## src/hdl/cor_ram.sv

```systemverilog
// Generic single-port RAM with registered read.
// No dependencies.
`default_nettype none
module cor_ram #(
    parameter int Width = 32,
    parameter int Depth = 64
) (
    input  wire logic                     clk,
    input  wire logic                     we,
    input  wire logic [$clog2(Depth)-1:0] addr,
    input  wire logic [Width-1:0]         wdata,
    output logic      [Width-1:0]         rdata
);
    logic [Width-1:0] mem [Depth];

    always_ff @(posedge clk)
    begin
        if (we)
        begin
            mem[addr] <= wdata;
        end
        rdata <= mem[addr];
    end
endmodule
`default_nettype wire

```

## config.mk

```make
export PLATFORM = sky130hd
export DESIGN_NAME = cor_ram
export DESIGN_NICKNAME = d
export VERILOG_FILES = /design/src/hdl/cor_ram.sv
export SDC_FILE = /design/constraint.sdc
export NUM_CORES = 2
export LEC_CHECK = 0
export BUFFER_PORTS_ARGS = -buffer_cell sky130_fd_sc_hd__buf_2
export CAP_MARGIN = 20
export CELL_PAD_IN_SITES_DETAIL_PLACEMENT = 0
export CELL_PAD_IN_SITES_GLOBAL_PLACEMENT = 2
export CORE_ASPECT_RATIO = 1.2
export CORE_MARGIN = 10
export CORE_UTILIZATION = 25
export DETAILED_ROUTE_END_ITERATION = 12
export HOLD_SLACK_MARGIN = 0.1
export MAX_ROUTING_LAYER = met4
export PLACE_DENSITY_LB_ADDON = 0.1
export SLEW_MARGIN = 40
export SYNTH_ARGS = -nofsm -noshare
export SYNTH_HDL_FRONTEND = slang
export SYNTH_SLANG_ARGS = --single-unit
```

## constraint.sdc

```tcl
create_clock -name clk -period 3.7 [get_ports clk]
set_input_delay 0.185 -clock clk [delete_from_list [all_inputs] [get_ports clk]]
set_output_delay 0.185 -clock clk [all_outputs]
set_load 0.05 [all_outputs]
```

# [Word level (Yosys, flattened, before mapping)]
# Memory sizes are Yosys's and may differ from the RTL's. A register that Yosys moved wholly into a read port is not among the register bits.
# Cells that the tools add are included.
[op_classes] mux=2
[op_table] operator="1-bit 2-to-1 mux" count=2
[word_totals] inputBits=40 out_inout_bits=32 memories=1 mem_bits_rw=2048 reg_bits=0
[memory_table] name="mem" words=64 word_bits=32 read_ports=1 rd_ports_with_merged_regs=1 wr=1 line="14" text="logic [Width-1:0] mem [Depth];"

# [Depth between registers and ports, before layout]
[logic_depth] depth_word=2 depth_mapped=13

# [Worst setup path before layout]
# Ideal clock, no wire load.
[synth_timing] path_type="input port to flip-flop" from="in addr[2]" to="mem mem[15][0] (enable)" setup_ns=0.421 cell_stages=8 path_slack_ns=0.276 n_path_buf=6 arrival_ns=3.003 path_cell_list="buf_2 -> buf_2 -> buf_2 -> buf_2 -> buf_2 -> buf_2 -> nand3_1 -> nor2_1"
[synth_rtl] element="from (decl)" line="10" text="input wire logic [$clog2(Depth)-1:0] addr,"
[synth_rtl] element="to (decl)" line="14"
# No word-level cell before the write port.

==> qor.txt <==
LOGIC SYNTHESIS
----------------------------------------------------------------------------------
Gate count of the mapped netlist                                              4239
Mapped Nets                                                                   4279
Post-synthesis cell type count                                                  56
Leading post-synthesis cells by cell area                             edfxtp_1 (78%), mux2i_1 (3.3%), mux4_2 (2.7%)
Synth Warn #                                                                     0
Share of the synthesized area in the top cell type                           77.9%
Dominant cell type by area after synthesis                                edfxtp_1
Most instantiated library cell after synthesis                            edfxtp_1
Register area share after synthesis                                          78.7%
Share of synthesized flip-flops with an asynchronous set or reset               0%
Commonest cells post-synth                                            edfxtp_1 (2048), mux2i_1 (259), a22oi_1 (188)
Combined area of all synthesized cells                                  78900 um^2
Number of synthesized register bits                                           2080
Syn Area/Cell                                                            18.6 um^2
EDFF count, synth                                                             2048
Synth Flop Type                                                           edfxtp_1

PWR
----------------------------------------------------------------------------------
Internal portion of total power                                            39.8 mW
Power density over the cells                                           542 nW/um^2
Reported leakage power                                                     30.4 nW
Switching part of the total                                                  23.1%
Worst vdd ir                                                                387 uV
Sw power                                                                   11.9 mW
Combinational power share                                                     6.0%
Fraction of power consumed by the clock network                              43.2%
Share of total power in sequential cells                                     50.7%

SETUP PATH
----------------------------------------------------------------------------------
Cell family with most CP delay                                        buffers and inverters
Startpoint kind of the worst setup timing path                          input port
Biggest cell delay along the critical path                                  660 ps
Critical path start-end classification                                input port to flop
Arrival time of the worst setup path                                       3900 ps
Crit Reg-Reg Startpoint                                                mem[21][27]
CP Cell Sequence                                                      dlygate4sd3_1 > buf_8 > inv_1 > buf_4 > and3_1 > nor4_1 > buf_4 > a31oi_1 > buf_4 > a2111oi_0 > nand3_1 > buf_4
Startpoint of the worst setup timing path                                  addr[2]
Timing endpoint of the critical path                                      rdata[8]
Worst reg-to-reg setup slack                                                880 ps
RR Endpoint                                                              rdata[27]
Critical path buffers and inverters                                              7
Crit-path max FO                                                                35
Critical-path cell with the highest stage delay                          a2111oi_0
Crit. path cell count                                                           12
Crit. End Element                                                             flop
R2R cell count                                                                   6
Crit path top cell by count                                                  buf_4
CP required                                                                4510 ps

PLACED DESIGN
----------------------------------------------------------------------------------
Cell area after placement                                               87700 um^2
Half-perimeter wire length after detailed placement                      174000 um
Port buffer count                                                               71
Global placement routability congestion                                      0.754
Worst slack at placement                                                    159 ps

STA
----------------------------------------------------------------------------------
Pin slew with the least headroom to its limit                               835 ps
Maximum achievable frequency                                               324 MHz
Final Skew                                                                 61.6 ps
Final critical-path setup slack                                             616 ps
Count of final max-slew check failures                                           0
Setup repair after global routing missed its margin                             no
Final worst-path cycle share                                                 83.4%
Final critical-path required period                                        3080 ps
Worst slew margin                                                            44.3%
Hold Slack                                                                  211 ps
Final Hold Vio Count                                                             0
Total setup violations reported at the end of the flow                           0

FINISH
----------------------------------------------------------------------------------
Register Area                                                           62100 um^2
Share of layout cells above drive strength 1                                 22.7%
Nets@finish                                                                   4721
Area of the multi-input gates                                           16100 um^2
Post-Layout Inst Area                                                   95300 um^2
Number of filler cells placed in the layout                                  30800
Synth-to-Final Area Change                                                   20.8%

FLOORPLANNING
----------------------------------------------------------------------------------
Die footprint                                                          339000 um^2
Row count                                                                      225
Die Height                                                                  636 um
Floorplan die width                                                         533 um
Initial cell density of the core                                             25.2%
IO Count                                                                        72
Area of the core                                                       314000 um^2

DRT
----------------------------------------------------------------------------------
First-pass iteration count of the detailed router                                7
Iteration-0 DRC Markers                                                       3497
Remaining number of nets flagged by the antenna check after routing              0
Via count                                                                    42900
Drt total wl                                                             285000 um
Routed wire length per instance                                            31.4 um
# DRC                                                                            0
Via-per-instance ratio                                                        4.72

RUN
----------------------------------------------------------------------------------
Max-cap violations                                                               0

STATUS
----------------------------------------------------------------------------------
Run status                                                            finished clean

CTS
----------------------------------------------------------------------------------
# H-tree levels                                                                  4
Inserted Clock Buffers                                                         239
Clock tree from TritonCTS                                                     done
Clk slew on worst S/H paths                                                  60 ps
Post-CTS repair timing setup buffer count                                        0
Insertion delay to the later sink of the worst-skew pair                    920 ps
Clock sink count                                                              2080
Number of buffers on the longest clock path                                      4
Clock tree root buffer cell                                              clkbuf_16

GLOBAL ROUTING
----------------------------------------------------------------------------------
Vias in the first global route                                               44200
Wire length of the first global-routing pass                             389000 um
Maximum number of pins on one net before global-route repair                    65
Global-route congestion overflow total                                           0
Initial antenna violation count                                                 18
Total track usage                                                            16.7%

HOLD PATH
----------------------------------------------------------------------------------
Type of the worst min-delay path                                      input port to flop

[what timing repair did]
action	4_1_cts	5_1_grt
resized for setup	0	0
hold buffers	37	0
endpoints found under the hold margin	1307	0
[worst register-to-register path, delay by kind of cell (launching register included)]
kind                   cells  cell delay (ps)
flip-flops                 1              350
AND/OR/NAND/NOR            3             1520
multiplexers               2              620
buffers and inverters      1              160
[final cells by class]
type                       count  area share [%]
tap                         4199            5.51
clock buffer                 330            6.82
clock inverter                97           0.745
sequential                  2080            65.2
inverter                       2          0.0157
multi-input combinational   1859            16.9
timing repair buffer         499            4.80
antenna                       12          0.0315
[worst min path at each step]
stage / from / end / cells after the start
2_1_floorplan: wdata[0] / mem[0][0] / 0
6_report: addr[5] / rdata[31] / 5
5_1_grt: wdata[15] / mem[27][15] / 2
3_3_place_gp: wdata[15] / mem[28][15] / 1
4_1_cts: addr[5] / rdata[31] / 5
3_5_place_dp: wdata[15] / mem[28][15] / 1
[layer usage]
| layer | track usage (%) | routed length [um] | vias to the layer above |
|---|---|---|---|
| li1 | - | - | 18600 |
| met1 | 21.2 | 125000 | 23100 |
| met2 | 28.9 | 146000 | 823 |
| met3 | 1.81 | 8890 | 294 |
| met4 | 3.43 | 5460 | 0 |
| met5 | - | 0 | - |
[registers in the layout, summed over array words and instances, names as in the netlist]
name and cells:
mem 2048, rdata 32
[kinds of logic (layout without fill, tap and decap cells)]
group / Yosys count / after routing / synth area share (%)
AO/OA/AOI/OAI: 933 / 933 / 8.66
buffers and inverters: 300 / 928 / 1.68
flip-flops: 2080 / 2080 / 78.7
multiplexers: 502 / 502 / 8.12
other: 0 / 12 / 0
AND/OR/NAND/NOR: 424 / 424 / 2.81
[through the flow]
stage               TNS, ps  cells  total power [mW]  utilization (%)
global route              0   9072              53.5             30.4
finish                    0   9078              51.7             30.4
global placement      -63.6   8601              29.9             27.9
floorplan                 0   4239              28.1                -
CTS                       0   9066              52.5             30.4
detailed placement        0   8602              29.9             28.0
[cell usage in the layout (no fill, tap or decap), types with 53 or more instances in the layout]
cell type  synthesis  final
edfxtp_1        2048   2048
buf_4              8    330
mux2i_1          259    259
clkbuf_16          0    240
a22oi_1          188    188
a221oi_1         175    175
mux2_2           147    147
a21oi_1          121    121
mux4_2            96     96
o22ai_1           93     93
and3_1            85     85
o21ai_0           84     84
nor2_1           145     76
clkbuf_1         168     74
o22a_1            70     70
nor2_4             0     67
buf_12             3     67
a22o_1            66     66
buf_2             83     60
nand3_1           54     53
[power by group through the flow]
stage / clock, mW / combinational, mW / sequential (mW)
after floorplan: 0 / 1.25 / 26.8
after global placement: 0 / 3.19 / 26.7
after detailed placement: 0 / 3.20 / 26.7
after CTS: 23.1 / 3.25 / 26.2
after global routing: 23.9 / 3.34 / 26.2
final: 22.3 / 3.12 / 26.2
(Power assumes the default switching activity.)
